`src/sv/pie_pkg.sv`:
```
`default_nettype none
package pie_pkg;

	localparam int MAX_SIZE_DEF = 16;

	localparam int IN_TDATA_W  = 40;
	localparam int OUT_TDATA_W = 56;
	localparam int CFG_DATA_W  = 31;
	localparam int CFG_IDX_W   = 2;

	localparam int DIV_DVD_W = 60;
	localparam int DIV_DSR_W = 32;

	localparam logic signed [31:0] ONE_Q30 = 32'sh4000_0000;

	localparam logic [4:0]  SIZE_RST = 5'd16;
	localparam logic [15:0] MAXIT_RST = 16'd100;
	localparam logic [30:0] PREC_RST = 31'd1074;

	typedef enum logic [0:0] {
		OP_WRITE = 1'b0,
		OP_START = 1'b1
	} opcode_t;

	typedef enum logic [1:0] {
		CFG_SIZE  = 2'd0,
		CFG_MAXIT = 2'd1,
		CFG_PREC  = 2'd2
	} cfg_idx_t;

	typedef enum logic [4:0] {
		ST_IDLE,
		ST_SEED,
		ST_MAC_RD,
		ST_MAC_MUL,
		ST_MAC_ACC,
		ST_MAC_WR,
		ST_NORM,
		ST_SQ_RD,
		ST_SQ_MAG,
		ST_SQ_MUL,
		ST_SQ_ACC,
		ST_SQRT_GO,
		ST_SQRT_WAIT,
		ST_DIV_RD,
		ST_DIV_MAG,
		ST_DIV_GO,
		ST_DIV_WAIT,
		ST_DIV_WR,
		ST_MEAN_GO,
		ST_MEAN_WAIT,
		ST_CHECK,
		ST_OUT_RD,
		ST_OUT_LOAD,
		ST_OUT_HOLD
	} state_t;

	typedef struct packed {
		logic                 start;
		logic [DIV_DVD_W-1:0] dividend;
		logic [DIV_DSR_W-1:0] divisor;
	} div_req_t;

endpackage
`default_nettype wire

```
`src/sv/pie_div.sv`:
```
`default_nettype none
module pie_div (
	input  wire logic                            clk,
	input  wire logic                            arst_n,
	input  wire pie_pkg::div_req_t               req,
	output logic                                 done,
	output logic [pie_pkg::DIV_DVD_W-1:0]        quot
);
	import pie_pkg::*;

	localparam int CNT_W = $clog2(DIV_DVD_W + 1);

	logic [CNT_W-1:0]     cnt_q;
	logic                 busy_q;
	logic                 done_q;
	logic [DIV_DVD_W-1:0] dvd_q;
	logic [DIV_DSR_W-1:0] dsr_q;
	logic [DIV_DSR_W-1:0] rem_q;
	logic [DIV_DSR_W:0]   trial;
	logic [DIV_DSR_W:0]   sub;
	logic                 ge;

	// one quotient bit per cycle; quotient shifts in behind the dividend
	assign trial = {rem_q, dvd_q[DIV_DVD_W-1]};
	assign sub   = trial - {1'b0, dsr_q};
	assign ge    = trial >= {1'b0, dsr_q};

	always_ff @(posedge clk or negedge arst_n) begin
		if (!arst_n) begin
			busy_q <= 1'b0;
			done_q <= 1'b0;
			cnt_q  <= '0;
		end else begin
			done_q <= 1'b0;
			if (req.start) begin
				busy_q <= 1'b1;
				cnt_q  <= CNT_W'(DIV_DVD_W);
			end else if (busy_q) begin
				cnt_q <= cnt_q - 1'b1;
				if (cnt_q == CNT_W'(1)) begin
					busy_q <= 1'b0;
					done_q <= 1'b1;
				end
			end
		end
	end

	always_ff @(posedge clk) begin
		if (req.start) begin
			dvd_q <= req.dividend;
			dsr_q <= req.divisor;
			rem_q <= '0;
		end else if (busy_q) begin
			rem_q <= ge ? sub[DIV_DSR_W-1:0] : trial[DIV_DSR_W-1:0];
			dvd_q <= {dvd_q[DIV_DVD_W-2:0], ge};
		end
	end

	assign done = done_q;
	assign quot = dvd_q;
endmodule
`default_nettype wire

```
`config.mk`:
```
export PLATFORM = sky130hd
export DESIGN_NAME = pie_div
export DESIGN_NICKNAME = d
export VERILOG_FILES = /design/src/sv/pie_pkg.sv /design/src/sv/pie_div.sv
export SDC_FILE = /design/constraint.sdc
export NUM_CORES = 1
export LEC_CHECK = 0
export ABC_CLOCK_PERIOD_IN_PS = 5470
export BUFFER_PORTS_ARGS = -buffer_cell sky130_fd_sc_hd__buf_2
export CAP_MARGIN = 40
export CORE_MARGIN = 2
export CORE_UTILIZATION = 35
export DETAILED_ROUTE_END_ITERATION = 8
export GPL_ROUTABILITY_DRIVEN = 0
export HOLD_SLACK_MARGIN = 0.06
export RECOVER_POWER = 50
export SLEW_MARGIN = 20
export SYNTH_ARGS = -nofsm -noshare
export SYNTH_HDL_FRONTEND = slang
export SYNTH_SLANG_ARGS = --single-unit
```
`constraint.sdc`:
```
create_clock -name clk -period 5.47 [get_ports clk]
set_input_delay 1.3675 -clock clk [delete_from_list [all_inputs] [get_ports clk]]
set_output_delay 1.3675 -clock clk [all_outputs]
set_load 0.03 [all_outputs]
```
==> flow_summary.toml <==
[status]
status = "finished, violations left"
failed_checks = "max-capacitance violations, max-slew violations"

[placement]
dp_hpwl_microns = 12300
io_buffers = 155
post-place-ws_ns = 2.24
post_dp_cell_area_sq_um = 8110

[layout]
regArea_sq_um = 3600
finalInstanceArea_sq_um = 8600
fin_util = 0.437
fin_nets = 921
syn_to_final_growth_pct = 21.6
drive_gt1_frac = 0.252
antenna-diode-count = 0
n_fill_cell = 1957
multiInputGateArea_sq_um = 3170

[yosys]
synth-seq-cells = 132
syn-num-nets = 765
synth_edf_count = 92
syn_inst = 635
ys.flop_type = "edfxtp_1"
syn_avg_cell_area_sq_um = 11.1
synth.yosys.seq_area_share = 0.510
ys_types = 53
async_flop_share = 0.0606
synth_area_sq_um = 7070
yosysWarningCount = 0

[setup_path]
slowest_stage = "clkbuf_1"
worstPathArrival_ns = 3.95
critical_path.top_delay_family = "buffers and inverters"
reg2reg_setup_slack_ns = 2.25
crit_buf_inv = 2
required_ns = 5.65
cp_cell_sequence = "clkbuf_1 -> buf_4 -> mux2_2"
critPathMaxFanout = 64
end_kind = "flop"
startpoint_type = "input pin"
worstSetupPathType = "input pin to flop"
crit_path_max_incr_delay_ns = 1.30

[sta]
worst_slew_pin_slew_ns = 1.85
fin_skew_ns = 0.0102
finalHoldViolCount = 0
min_period_ns = 3.78
drv_slew = 35
fin_hold_ws_ns = 0.486
max_freq_ghz = 0.265
fin_tns_setup_ns = 0
rsz0062_at_grt = "no"
slew_headroom = -0.235
post-route-period-util = 0.690
fin_ws_ns = 1.69
setup_violations = 0

[cts]
holdBufCountCts = 0
cts_sinks = 132
cts_tree = "built"
cts_buffer_depth = 2
worstSkewPairLatency_ns = 0.42
cts_setup_buffers = 0
clk_pin_slew_ns = 0.07
numCtsBuffers = 17
root_buffer = "clkbuf_16"
htreeDepth = 4
post_cts_resized = 0

[power]
comb_power_share = 0.395
intPower_mw = 2.54
clkPwrFrac = 0.267
switchingPower_mw = 1.57
p_leak_nw = 3.56
sw_frac_of_total = 0.382
seqPwrFrac = 0.338
p_per_area_nw_per_um2 = 479
ir_drop_mv = 0.213

[route]
vias = 5299
dr.pass1.iters = 4
via_per_inst = 4.96
drt_iter0_drc = 339
wl_per_cell_microns = 15.9
postRouteAntennaNets = 0
drc = 0
routed_wirelength_microns = 17000

[global_route]
grt_pass1_vias = 5367
grt_use_total = 0.162
grt_pass1_wl_microns = 27600
overflow = 0
grt_start_max_net_pins = 65
antenna_found_initial = 1

[floorplan]
fp.dieArea_sq_um = 21400
core_sq_um = 19700
start_util = 0.360
pin_count = 156
die_h_microns = 146
die_width_microns = 146
rows = 51

[job]
maxCapViolations = 1

[worst_hold_path]
min_path_type = "flop to flop"
==> final cells by class <==
class                   count  area share
well taps                 265      0.0386
repair buffers            162      0.0881
multi-input cells         433       0.369
clock buffers              17      0.0495
flip-flops and latches    132       0.419
clock inverters            15      0.0162
inverters                  45      0.0196
==> placed cells by master (no fill, tap or decap), drive strengths merged, types with 16 or more instances in the layout <==
master / n
buf: 105
edfxtp: 92
clkbuf: 74
mux2: 61
inv: 54
nand2: 53
nor2: 46
a21oi: 38
ha: 34
o21ai: 34
dfxtp: 32
a211oi: 19
mux2i: 18
xnor2: 18
xor2: 16
==> worst reg2reg max path, stage by stage (launching register included) <==
cell       delay (ns)
edfxtp_1         0.38
inv_1            0.06
ha_1             0.28
nor2b_1          0.16
o2111ai_1        0.16
a31oi_2          0.28
o211ai_1         0.17
a211o_1          0.34
o211ai_4         0.43
buf_4            0.31
mux2_2           0.36
a211oi_1         0.21
==> metrics by stage <==
step                std cells  total power [mW]
floorplan                 635              2.69
global placement         1036              3.05
detailed placement       1037              3.04
CTS                      1069              4.17
global route             1069              4.39
finish                   1069              4.11
==> power by group through the flow <==
stage | combinational, mW | clock [mW] | sequential [mW]
floorplan | 1.21 | 0 | 1.49
global placement | 1.63 | 0 | 1.41
detailed placement | 1.63 | 0 | 1.41
finish | 1.62 | 1.10 | 1.39
CTS | 1.64 | 1.13 | 1.39
global route | 1.80 | 1.17 | 1.42
==> sequential cells by signal, indices dropped and copies added, names as in the netlist <==
signal	count
busy_q	1
cnt_q	6
done	1
dsr_q	32
quot	60
rem_q	32
==> per-layer routing <==
layer,global-route usage,share of wire
met4,0.0379,0.0081
met5,0,0.00077
met2,0.261,0.46
met1,0.204,0.45
met3,0.0666,0.080
==> path summary, 6_finish.rpt <==
| check | from | end | cells after the start |
|---|---|---|---|
| max | req[92] | quot[30] | 3 |
| max in group asynchronous | arst_n | done | 1 |
| min | rem_q[30] | rem_q[30] | 2 |
| min reg2reg | rem_q[30] | rem_q[30] | 2 |
| min in group asynchronous | arst_n | cnt_q[0] | 1 |
| max reg2reg | dsr_q[1] | rem_q[0] | 11 |
==> cells by family (layout without fill, tap and decap cells) <==
family | after synthesis | after routing | share of synthesized area
AOI/OAI and AO/OA | 140 | 140 | 0.127
muxes | 79 | 79 | 0.123
adders and majority gates | 35 | 35 | 0.0630
buffers and inverters | 70 | 239 | 0.0416
DFF | 132 | 132 | 0.510
xor gates and xnor gates | 34 | 34 | 0.0421
and+or+nand+nor | 145 | 145 | 0.0938
==> Yosys cell counts (all sizes together) (7+ instances only) <==
cell type / instances / area [sq um]
mux2: 61 / 687
xor2: 16 / 140
buf: 10 / 67.6
clkbuf: 15 / 57.6
xnor2: 18 / 158
mux2i: 18 / 180
dfrtp: 8 / 200
edfxtp: 92 / 2760
nor2: 46 / 173
ha: 34 / 425
nand2: 53 / 201
dfxtp: 32 / 641
a211oi: 19 / 143
a21o: 15 / 113
inv: 45 / 169
o21ai: 34 / 170
nor3: 7 / 35.0
a21oi: 38 / 190
nand2b: 9 / 56.3
nand3: 7 / 35.0
o211ai: 9 / 81.3
(Power assumes the default switching activity.)
