$ cat src/sv/pie_pkg.sv
`default_nettype none
package pie_pkg;

	localparam int MAX_SIZE_DEF = 16;

	localparam int IN_TDATA_W  = 40;
	localparam int OUT_TDATA_W = 56;
	localparam int CFG_DATA_W  = 31;
	localparam int CFG_IDX_W   = 2;

	localparam int DIV_DVD_W = 60;
	localparam int DIV_DSR_W = 32;

	localparam logic signed [31:0] ONE_Q30 = 32'sh4000_0000;

	localparam logic [4:0]  SIZE_RST = 5'd16;
	localparam logic [15:0] MAXIT_RST = 16'd100;
	localparam logic [30:0] PREC_RST = 31'd1074;

	typedef enum logic [0:0] {
		OP_WRITE = 1'b0,
		OP_START = 1'b1
	} opcode_t;

	typedef enum logic [1:0] {
		CFG_SIZE  = 2'd0,
		CFG_MAXIT = 2'd1,
		CFG_PREC  = 2'd2
	} cfg_idx_t;

	typedef enum logic [4:0] {
		ST_IDLE,
		ST_SEED,
		ST_MAC_RD,
		ST_MAC_MUL,
		ST_MAC_ACC,
		ST_MAC_WR,
		ST_NORM,
		ST_SQ_RD,
		ST_SQ_MAG,
		ST_SQ_MUL,
		ST_SQ_ACC,
		ST_SQRT_GO,
		ST_SQRT_WAIT,
		ST_DIV_RD,
		ST_DIV_MAG,
		ST_DIV_GO,
		ST_DIV_WAIT,
		ST_DIV_WR,
		ST_MEAN_GO,
		ST_MEAN_WAIT,
		ST_CHECK,
		ST_OUT_RD,
		ST_OUT_LOAD,
		ST_OUT_HOLD
	} state_t;

	typedef struct packed {
		logic                 start;
		logic [DIV_DVD_W-1:0] dividend;
		logic [DIV_DSR_W-1:0] divisor;
	} div_req_t;

endpackage
`default_nettype wire

$ cat src/sv/pie_isqrt.sv
`default_nettype none
module pie_isqrt (
	input  wire logic        clk,
	input  wire logic        arst_n,
	input  wire logic        start,
	input  wire logic [63:0] x,
	output logic             done,
	output logic [31:0]      root
);
	import pie_pkg::*;

	logic [5:0]  cnt_q;
	logic        busy_q;
	logic        done_q;
	logic [63:0] x_q;
	logic [33:0] rem_q;
	logic [31:0] root_q;
	logic [35:0] r2;
	logic [35:0] trial;
	logic [35:0] sub;
	logic        ge;

	// two radicand bits per cycle, one root bit
	assign r2    = {rem_q, x_q[63:62]};
	assign trial = {2'b00, root_q, 2'b01};
	assign sub   = r2 - trial;
	assign ge    = r2 >= trial;

	always_ff @(posedge clk or negedge arst_n) begin
		if (!arst_n) begin
			busy_q <= 1'b0;
			done_q <= 1'b0;
			cnt_q  <= '0;
		end else begin
			done_q <= 1'b0;
			if (start) begin
				busy_q <= 1'b1;
				cnt_q  <= 6'd32;
			end else if (busy_q) begin
				cnt_q <= cnt_q - 6'd1;
				if (cnt_q == 6'd1) begin
					busy_q <= 1'b0;
					done_q <= 1'b1;
				end
			end
		end
	end

	always_ff @(posedge clk) begin
		if (start) begin
			x_q    <= x;
			rem_q  <= '0;
			root_q <= '0;
		end else if (busy_q) begin
			x_q    <= {x_q[61:0], 2'b00};
			rem_q  <= ge ? sub[33:0] : r2[33:0];
			root_q <= {root_q[30:0], ge};
		end
	end

	assign done = done_q;
	assign root = root_q;
endmodule
`default_nettype wire

$ cat config.mk
export PLATFORM = sky130hd
export DESIGN_NAME = pie_isqrt
export DESIGN_NICKNAME = d
export VERILOG_FILES = /design/src/sv/pie_pkg.sv /design/src/sv/pie_isqrt.sv
export SDC_FILE = /design/constraint.sdc
export NUM_CORES = 1
export LEC_CHECK = 0
export ABC_AREA = 0
export BUFFER_PORTS_ARGS = -buffer_cell sky130_fd_sc_hd__buf_4
export CORE_ASPECT_RATIO = 0.7
export CORE_MARGIN = 5
export CORE_UTILIZATION = 40
export DETAILED_ROUTE_END_ITERATION = 12
export PLACE_DENSITY_LB_ADDON = 0.05
export SYNTH_ARGS = -nofsm -noshare
export SYNTH_HDL_FRONTEND = slang
export SYNTH_SLANG_ARGS = --single-unit
$ cat constraint.sdc
create_clock -name clk -period 3.2 [get_ports clk]
set_input_delay 0.64 -clock clk [delete_from_list [all_inputs] [get_ports clk]]
set_output_delay 0.64 -clock clk [all_outputs]
set_load 0.02 [all_outputs]
==> results of run 1 <==
## registers in the layout, indices dropped and copies added, names as in the netlist
signal	count
rem_q	34
done	1
root	32
cnt_q	6
busy_q	1
x_q	64
## layer usage
metal	vias up	part of all wire, %	GRT usage, %
met5	-	0	0
met4	0	0.90	4.03
met3	14	4.3	3.81
met2	114	42	23.8
met1	2805	53	25.8
li1	2950	-	-
## worst max-delay path, stage by stage (launching register included)
cell and delay (ps):
dfxtp_1 370, inv_1 70, ha_1 410, nand4_1 230, a211oi_2 400, o31ai_2 170, a21oi_4 220, o211ai_4 180
buf_12 180, buf_12 140, o31a_1 300, a211oi_2 200
## worst max path at each step
stage / start / endpoint / slack [ps]
floorplan: root[7] / rem_q[20] / 560
global placement: root[6] / rem_q[31] / 240
detailed placement: root[9] / rem_q[1] / 150
CTS: root[9] / rem_q[1] / 120
global route: root[3] / rem_q[11] / 5
finish: root[3] / rem_q[9] / 240
## through the flow
step,hold WS (ps),setup slack (ps)
3_5_place_dp,467,150
4_1_cts,10.8,121
3_3_place_gp,463,235
5_1_grt,15.7,5.09
2_1_floorplan,344,556
6_report,31.3,239
## report_power, final
part | leakage, nW | total, W | switching [W] | internal, W
clock | 0.282 | 0.00199 | 0.000883 | 0.00111
sequential | 1.32 | 0.00240 | 0.000204 | 0.00220
combinational | 2.46 | 0.00466 | 0.00257 | 0.00210
total | 4.06 | 0.00905 | 0.00365 | 0.00540
## what timing repair did
item / CTS / global route
hold buffers: 0 / 0
setup buffers: 0 / 2
setup endpoints to repair: 0 / 15
gates resized for setup: 0 / 2
## kinds of logic (layout without fill, tap and decap cells)
kind of cell	after synthesis	count (layout)	synth area share (%)
multiplexers	109	109	15.1
adder cells (fa/ha/maj)	36	36	5.82
AND/OR/NAND/NOR	207	207	12.3
XOR/XNOR	28	28	3.17
flip-flops	138	138	44.5
buffers and inverters	88	197	4.73
AO/OA/AOI/OAI	159	159	14.3
## cell usage after synthesis, types with 7 or more instances
cell	number	area share [%]
nor2_1	106	5.1
xor2_1	10	1.1
nand2_1	31	1.5
dfxtp_1	66	17
nor3_1	8	0.52
edfxtp_1	64	25
inv_1	46	2.2
o21ai_0	22	1.4
a21o_1	8	0.78
a31oi_1	7	0.57
mux2i_1	45	5.8
nand3_1	10	0.65
nor2b_1	9	0.73
a211oi_1	23	2.2
ha_1	36	5.8
mux2_2	64	9.3
xnor2_1	18	2.0
nand4_1	10	0.81
clkbuf_1	28	1.4
dfrtp_1	8	2.6
a21oi_1	46	3.0
## cell usage in the layout, fill, tap and decap left out, drive strengths merged, types with 9 or more instances in the layout
cell type  netlist  routed
inv             46      55
xor2            10      10
buf             12     119
clkbuf          30      17
mux2i           45      45
nand2           31      31
a211oi          27      27
ha              36      36
a21oi           50      50
nor2b            9       9
nand4           10      10
nor2           106     106
dfxtp           66      66
edfxtp          64      64
mux2            64      64
nand3           10      10
o21ai           25      25
xnor2           18      18
## final cells by class
class | instances | area (sq um) | area share [%]
Clock inverter | 15 | 158 | 1.67
Clock buffer | 17 | 425 | 4.51
Timing Repair Buffer | 119 | 943 | 10.0
Tap cell | 264 | 330 | 3.50
Inverter | 46 | 173 | 1.83
Sequential cell | 138 | 3450 | 36.6
Multi-Input combinational cell | 539 | 3950 | 41.9
==> results.json, run 1 <==
{
  "grt_antenna_before_repair": 0,
  "power.density_nw_per_um2": 960,
  "gp_congestion": 0.880,
  "first_pass_iters": 4,
  "status": "finished clean",
  "cts_inserted_buffers": 17,
  "synthArstFlopShare_pct": 5.80,
  "routedWlPerCell_um": 16.4,
  "path_class": "flip-flop to flip-flop",
  "netlist_instances": 765,
  "tightest_slew_ps": 942,
  "p_leak_nw": 4.06,
  "final_util_pct": 49.7,
  "dp_hpwl_mm": 13.2,
  "setup_viol": 0,
  "die_w_um": 176,
  "worstRegToRegCells": 11,
  "grt_pass1_vias": 5769,
  "clk_pin_slew_ps": 70,
  "numPortBuffers": 99,
  "cts_tree": "built",
  "synth_fp_nets": 868,
  "syn_area_per_cell_sq_um": 10.1,
  "cp.required_ps": 3550,
  "grt_pass1_wl_mm": 30.4,
  "crit_fanout": 20,
  "fin_setup_tns_ps": 0,
  "start_util_pct": 40.8,
  "layout-area-overhead-vs-synth_pct": 21.8,
  "cts_sinks": 138,
  "crit_path_start_kind": "flip-flop",
  "drcViolationCount": 0,
  "hold_class": "input pin to async pin",
  "post-route-period-util_pct": 92.5,
  "synth_cell_types": 67,
  "dieArea_sq_um": 22300,
  "skew_ps": 10.6,
  "pin_count": 100,
  "ys_seq_area_share_pct": 44.5,
  "synth.cell_area_sq_um": 7740,
  "fin_crit_ps": 2960,
  "synth_flop_cell": "dfxtp_1",
  "final_nets": 964,
  "n_antenna_cell": 0,
  "end_kind": "flip-flop",
  "vias": 5883,
  "irDropWorstVdd_mv": 0.483,
  "final_cells": 1138,
  "vias_per_cell": 5.17,
  "cts-root-buf": "clkbuf_16",
  "insertion_delay_ps": 420,
  "antenna_left": 0,
  "drt-initial-drc-count": 367,
  "final_area_sq_um": 9430,
  "dpl_cell_area_sq_um": 8800,
  "synth-edff-count": 64,
  "ys_warn_count": 0,
  "die_h_um": 126,
  "maxCapViolations": 0,
  "track_usage_pct": 16.8,
  "synth_seq_cells": 138,
  "crit_arrival_ps": 3310,
  "grt_setup_unrepaired": "no",
  "routed_wirelength_mm": 18.7,
  "dpl.cell_count": 1104,
  "r2r_end": "rem_q[9]",
  "finalHoldViolCount": 0,
  "rows": 42,
  "total_power_w": 0.00905,
  "reg2reg_slack_ps": 240,
  "htree_levels": 4,
  "fillCellCount": 1781,
  "coreArea_sq_um": 19000,
  "overflow": 0,
  "fmax_ghz": 0.338,
  "grt_max_degree": 60,
  "cts_buffer_depth": 2,
  "drive_gt1_share_pct": 26.4,
  "final_max_slew_viol_count": 0,
  "r2r-start": "root[3]",
  "max-slew-margin-rel_pct": 36.5
}
Note: power is estimated with default switching activity, not from simulation.
==> run 2: changes to the inputs <==
--- a/config.mk
+++ b/config.mk
@@ -9,7 +9,7 @@
 export BUFFER_PORTS_ARGS = -buffer_cell sky130_fd_sc_hd__buf_4
 export CORE_ASPECT_RATIO = 0.7
 export CORE_MARGIN = 5
-export CORE_UTILIZATION = 40
+export CORE_UTILIZATION = 45
 export DETAILED_ROUTE_END_ITERATION = 12
 export PLACE_DENSITY_LB_ADDON = 0.05
 export SYNTH_ARGS = -nofsm -noshare
==> run 2 against run 1 <==
  * Die area decreased by 10%
  * First-iteration DRC count increased by 58%
  * Sequential cell count did not move
  * Critical path type unchanged
  * Non-clock buffer count is 9 lower
  * Register-to-register slack hardly changed
  * Power fell by 2.1%
==> results.json, run 2 (synthesis gave the netlist of run 1 again) <==
{
  "n_antenna_cell": 0,
  "track_usage_pct": 17.4,
  "crit_fanout": 29,
  "cts_buffer_depth": 2,
  "final_nets": 955,
  "crit_path_start_kind": "flip-flop",
  "dieArea_sq_um": 20000,
  "p_leak_nw": 4.02,
  "tightest_slew_ps": 826,
  "cts_tree": "built",
  "end_kind": "flip-flop",
  "skew_ps": 5.99,
  "antenna_left": 0,
  "coreArea_sq_um": 17000,
  "post-route-period-util_pct": 92.8,
  "postCtsHoldBufs": 0,
  "final_util_pct": 54.7,
  "cts_inserted_buffers": 17,
  "swShare_pct": 40.1,
  "routedWlPerCell_um": 15.9,
  "cts-root-buf": "clkbuf_16",
  "dp_hpwl_mm": 12.3,
  "clk_pin_slew_ps": 60,
  "setup_ws_ps": 230,
  "internal-power_w": 0.00531,
  "post_cts_buffers": 0,
  "layout-area-overhead-vs-synth_pct": 20.3,
  "final_cell_mix": "nor2_1 (106), buf_4 (106), dfxtp_1 (66)",
  "rows": 40,
  "final_max_slew_viol_count": 0,
  "worstRegToRegCells": 11,
  "grt_setup_unrepaired": "no",
  "numPortBuffers": 99,
  "r2r-start": "root[7]",
  "gp_congestion": 0.880,
  "cp.required_ps": 3500,
  "r2r_end": "rem_q[15]",
  "reg2reg_slack_ps": 230,
  "crit_arrival_ps": 3270,
  "insertion_delay_ps": 420,
  "vias": 5860,
  "grtUsageMet1_pct": 26.4,
  "pre_cts_slack_ps": 243,
  "finalHoldViolCount": 0,
  "fillCellCount": 1579,
  "grt_pass1_vias": 5683,
  "drcViolationCount": 0,
  "grt_max_degree": 63,
  "grt_antenna_before_repair": 0,
  "path_class": "flip-flop to flip-flop",
  "pin_count": 100,
  "final_cells": 1096,
  "start_util_pct": 45.5,
  "seq_power_share_pct": 27.0,
  "power.density_nw_per_um2": 952,
  "max-slew-margin-rel_pct": 44.3,
  "fin_setup_tns_ps": 0,
  "drt-initial-drc-count": 580,
  "use_met3_pct": 4.58,
  "first_pass_iters": 4,
  "die_h_um": 120,
  "comb_power_share_pct": 51.0,
  "cts_sinks": 138,
  "grt_pass1_wl_mm": 28.9,
  "htree_levels": 4,
  "status": "finished clean",
  "overflow": 0,
  "die_w_um": 167,
  "vias_per_cell": 5.35,
  "top_register": "x_q",
  "final_area_sq_um": 9310,
  "largest_reg_flops": 64,
  "setup_viol": 0,
  "hold_class": "input pin to async pin",
  "clockPowerShare_pct": 22.0,
  "dpl_cell_area_sq_um": 8720,
  "grt_util_met2_pct": 24.6,
  "power_switching_w": 0.00356,
  "routed_wirelength_mm": 17.4,
  "dpl.cell_count": 1064,
  "drive_gt1_share_pct": 25.7,
  "maxCapViolations": 0,
  "irDropWorstVdd_mv": 0.477,
  "fmax_ghz": 0.337,
  "grt.busiest_layer": "met1",
  "fin_crit_ps": 2970
}
run 2: changes by cell type in the layout (fill, tap and decap cells not counted), sizes merged:
cell / before / now
buf: 119 / 110
clkinv: 3 / 5
inv: 55 / 53
run 2: how the worst max path moves through the flow:
stage,to,from
floorplan,rem_q[20],root[7]
global placement,rem_q[15],root[9]
detailed placement,rem_q[15],root[7]
CTS,rem_q[15],root[7]
global route,rem_q[15],root[7]
finish,rem_q[15],root[7]
run 2: stage by stage:
step | hold WS [ps] | power (W)
4_1_cts | 7.76 | 0.00887
3_3_place_gp | 463 | 0.00680
6_report | 26.9 | 0.00887
5_1_grt | 16.7 | 0.00954
2_1_floorplan | 344 | 0.00591
3_5_place_dp | 467 | 0.00686
run 2: layer usage:
layer  up-vias  wire (um)
met4         0        136
li1       2943          -
met3        12        842
met1      2763       9180
met2       142       7240
met5         -          0
run 2: worst max-delay path, stage by stage (launching register included):
cell	delay, ps
dfxtp_1	370
inv_1	70
ha_1	380
a21oi_1	320
o211ai_1	170
a41oi_1	340
a21oi_4	130
o211ai_4	310
buf_12	230
mux2_2	350
mux2i_1	130
nor2_1	50
run 2: cell type report:
| type | count | area, sq um | area share, % |
|---|---|---|---|
| tap | 231 | 289 | 3.10 |
| inverter | 46 | 173 | 1.85 |
| multi-input combinational | 539 | 3950 | 42.4 |
| timing repair buffer | 110 | 876 | 9.40 |
| clock buffer | 17 | 425 | 4.57 |
| sequential | 138 | 3450 | 37.0 |
| clock inverter | 15 | 159 | 1.71 |
run 2: power groups by stage:
| stage | registers [W] | logic (W) | clock network, W |
|---|---|---|---|
| final | 0.00240 | 0.00452 | 0.00195 |
| after global placement | 0.00242 | 0.00438 | 0 |
| after CTS | 0.00240 | 0.00446 | 0.00201 |
| after global routing | 0.00243 | 0.00502 | 0.00209 |
| after floorplan | 0.00237 | 0.00353 | 0 |
| after detailed placement | 0.00243 | 0.00443 | 0 |
run 2: timing repair:
action / 4_1_cts / 5_1_grt
gates resized for setup: 0 / 1
setup endpoints to repair: 0 / 1
hold endpoints to repair: 0 / 0
==> run 3: changes to the inputs <==
--- a/config.mk
+++ b/config.mk
@@ -7,7 +7,6 @@
 export LEC_CHECK = 0
 export ABC_AREA = 0
 export BUFFER_PORTS_ARGS = -buffer_cell sky130_fd_sc_hd__buf_4
-export CORE_ASPECT_RATIO = 0.7
 export CORE_MARGIN = 5
 export CORE_UTILIZATION = 45
 export DETAILED_ROUTE_END_ITERATION = 12
==> constraint.sdc (replaced) <==
create_clock -name clk -period 2.72 [get_ports clk]
set_input_delay 0.544 -clock clk [delete_from_list [all_inputs] [get_ports clk]]
set_output_delay 0.544 -clock clk [all_outputs]
set_load 0.02 [all_outputs]
==> run 3 against run 2 <==
  * Routed wire length grew 3.5%
  * Core utilization is 5.1 points higher
  * Register-to-register slack got worse by 110 ps
  * Non-clock buffer count grew 75
  * Count of clock-buffer cells in the layout unchanged
  * Clock skew up 1.6 ps
  * Power up 31%
  * Fmax grew 14%
==> results.json, run 3 (synthesis gave the netlist of run 1 again) <==
{
  "status": "finished clean",
  "drt-initial-drc-count": 277,
  "p_leak_nw": 4.44,
  "setup_viol": 0,
  "path_buf_inv": 4,
  "irDropWorstVdd_mv": 0.567,
  "track_usage_pct": 18.2,
  "maxCapViolations": 0,
  "first_pass_iters": 4,
  "dp_hpwl_mm": 12.9,
  "cts_inserted_buffers": 17,
  "tightest_slew_ps": 639,
  "largest_reg_flops": 64,
  "final_nets": 1030,
  "insertion_delay_ps": 420,
  "total_power_w": 0.0116,
  "skew_ps": 7.58,
  "htree_levels": 4,
  "grt_pass1_vias": 6376,
  "die_h_um": 141,
  "path_class": "flip-flop to flip-flop",
  "routedWlPerCell_um": 15.5,
  "whs_path_depth": 2,
  "crit_chain": "inv_1 -> ha_4 -> buf_4 -> nand4_1 -> nor4_2 -> a31oi_1 -> nand4b_1 -> o211ai_4 -> buf_4 -> buf_4 -> o31a_1 -> a211oi_2",
  "worst-path-stages": 12,
  "cts_buffer_depth": 2,
  "worstRegToRegCells": 12,
  "n_antenna_cell": 0,
  "dieArea_sq_um": 19900,
  "cts-root-buf": "clkbuf_16",
  "crit_path_start_kind": "flip-flop",
  "rows": 48,
  "vias_per_cell": 5.26,
  "cp.required_ps": 3070,
  "drcViolationCount": 0,
  "power.density_nw_per_um2": 1130,
  "pin_count": 100,
  "final_common_cell": "buf_4",
  "coreArea_sq_um": 17100,
  "cts_tree": "built",
  "end_kind": "flip-flop",
  "crit_arrival_ps": 2940,
  "cpLargestDelayFamily": "compound AO/OA/AOI/OAI gates",
  "fmax_ghz": 0.385,
  "gp_congestion": 0.932,
  "min_to": "x_q[1]",
  "clk_pin_slew_ps": 60,
  "r2r-start": "root[25]",
  "grt_pass1_wl_mm": 30.0,
  "top_register": "x_q",
  "post-route-period-util_pct": 95.5,
  "crit_slowest_cell": "dfxtp_2",
  "hp-start": "x[1]",
  "routed_wirelength_mm": 18.0,
  "crit_fanout": 5,
  "antenna_left": 0,
  "max-slew-margin-rel_pct": 56.8,
  "grt_antenna_before_repair": 0,
  "final_util_pct": 59.8,
  "pre_cts_slack_ps": -47.9,
  "fillCellCount": 1490,
  "final_max_slew_viol_count": 0,
  "layout-area-overhead-vs-synth_pct": 32.3,
  "drive_gt1_share_pct": 35.6,
  "numPortBuffers": 99,
  "start_util_pct": 45.2,
  "finalHoldViolCount": 0,
  "hold_class": "input pin to flip-flop",
  "reg2reg_slack_ps": 120,
  "cts_sinks": 138,
  "r2r_end": "rem_q[21]",
  "setup_ws_ps": 123,
  "final_cell_mix": "buf_4 (178), nor2_1 (106), mux2_2 (64), edfxtp_1 (64), dfxtp_1 (57)",
  "cp_common_cell": "buf_4",
  "grt_max_degree": 69,
  "overflow": 0,
  "fin_crit_ps": 2600,
  "slowest_delay_ps": 350,
  "die_w_um": 141,
  "vias": 6133
}
## run 3: cell types whose count changed in the layout (fill, tap and decap cells not counted), sizes merged
cell         delta
bufinv          +2
dlygate4sd3     +1
inv             -2
buf            +74
## run 3: stage by stage
stage | cell area [sq um] | std cells | hold slack [ps] | TNS, ps
final | 10200 | 1165 | 411 | 0
after global routing | 10200 | 1165 | 399 | -20.5
after CTS | 9870 | 1156 | 395 | 0
after detailed placement | 9210 | 1123 | 369 | -184
after global placement | 9210 | 1123 | 366 | -32.9
after floorplan | 7740 | 765 | 248 | 0
## run 3: final cells by class
cell class,count,area [sq um],share of cell area [%]
Sequential cell,138,3460,33.8
Timing Repair Buffer,185,1460,14.2
Tap cell,225,282,2.75
Clock buffer,17,425,4.15
Clock inverter,15,189,1.84
Inverter,46,173,1.69
Multi-Input combinational cell,539,4260,41.6
## run 3: layer usage
metal	track usage, %	part of all wire [%]
met1	23.1	46
met5	0	0
met3	5.29	4.9
met2	30.2	48
met4	5.35	1.4
## run 3: worst max-delay path by stage
stage             start         to  slack [ps]
6_report       root[25]  rem_q[21]         120
5_1_grt         root[2]  rem_q[21]         -20
3_5_place_dp    root[6]  rem_q[31]         -50
4_1_cts        root[10]  rem_q[30]         0.2
2_1_floorplan   root[7]  rem_q[20]          80
3_3_place_gp    root[6]  rem_q[25]         -20
## run 3: power by group
part / leakage (nW) / switching (W) / internal (W)
sequential: 1.32 / 0.000270 / 0.00259
clock: 0.296 / 0.000969 / 0.00146
combinational: 2.82 / 0.00313 / 0.00320
## run 3: repair_timing
item	in CTS	in global routing
setup buffers	0	10
hold buffers	1	0
pin swaps	1	15
gates resized for setup	6	50
endpoints found under the setup margin	9	32
endpoints found under the hold margin	8	0
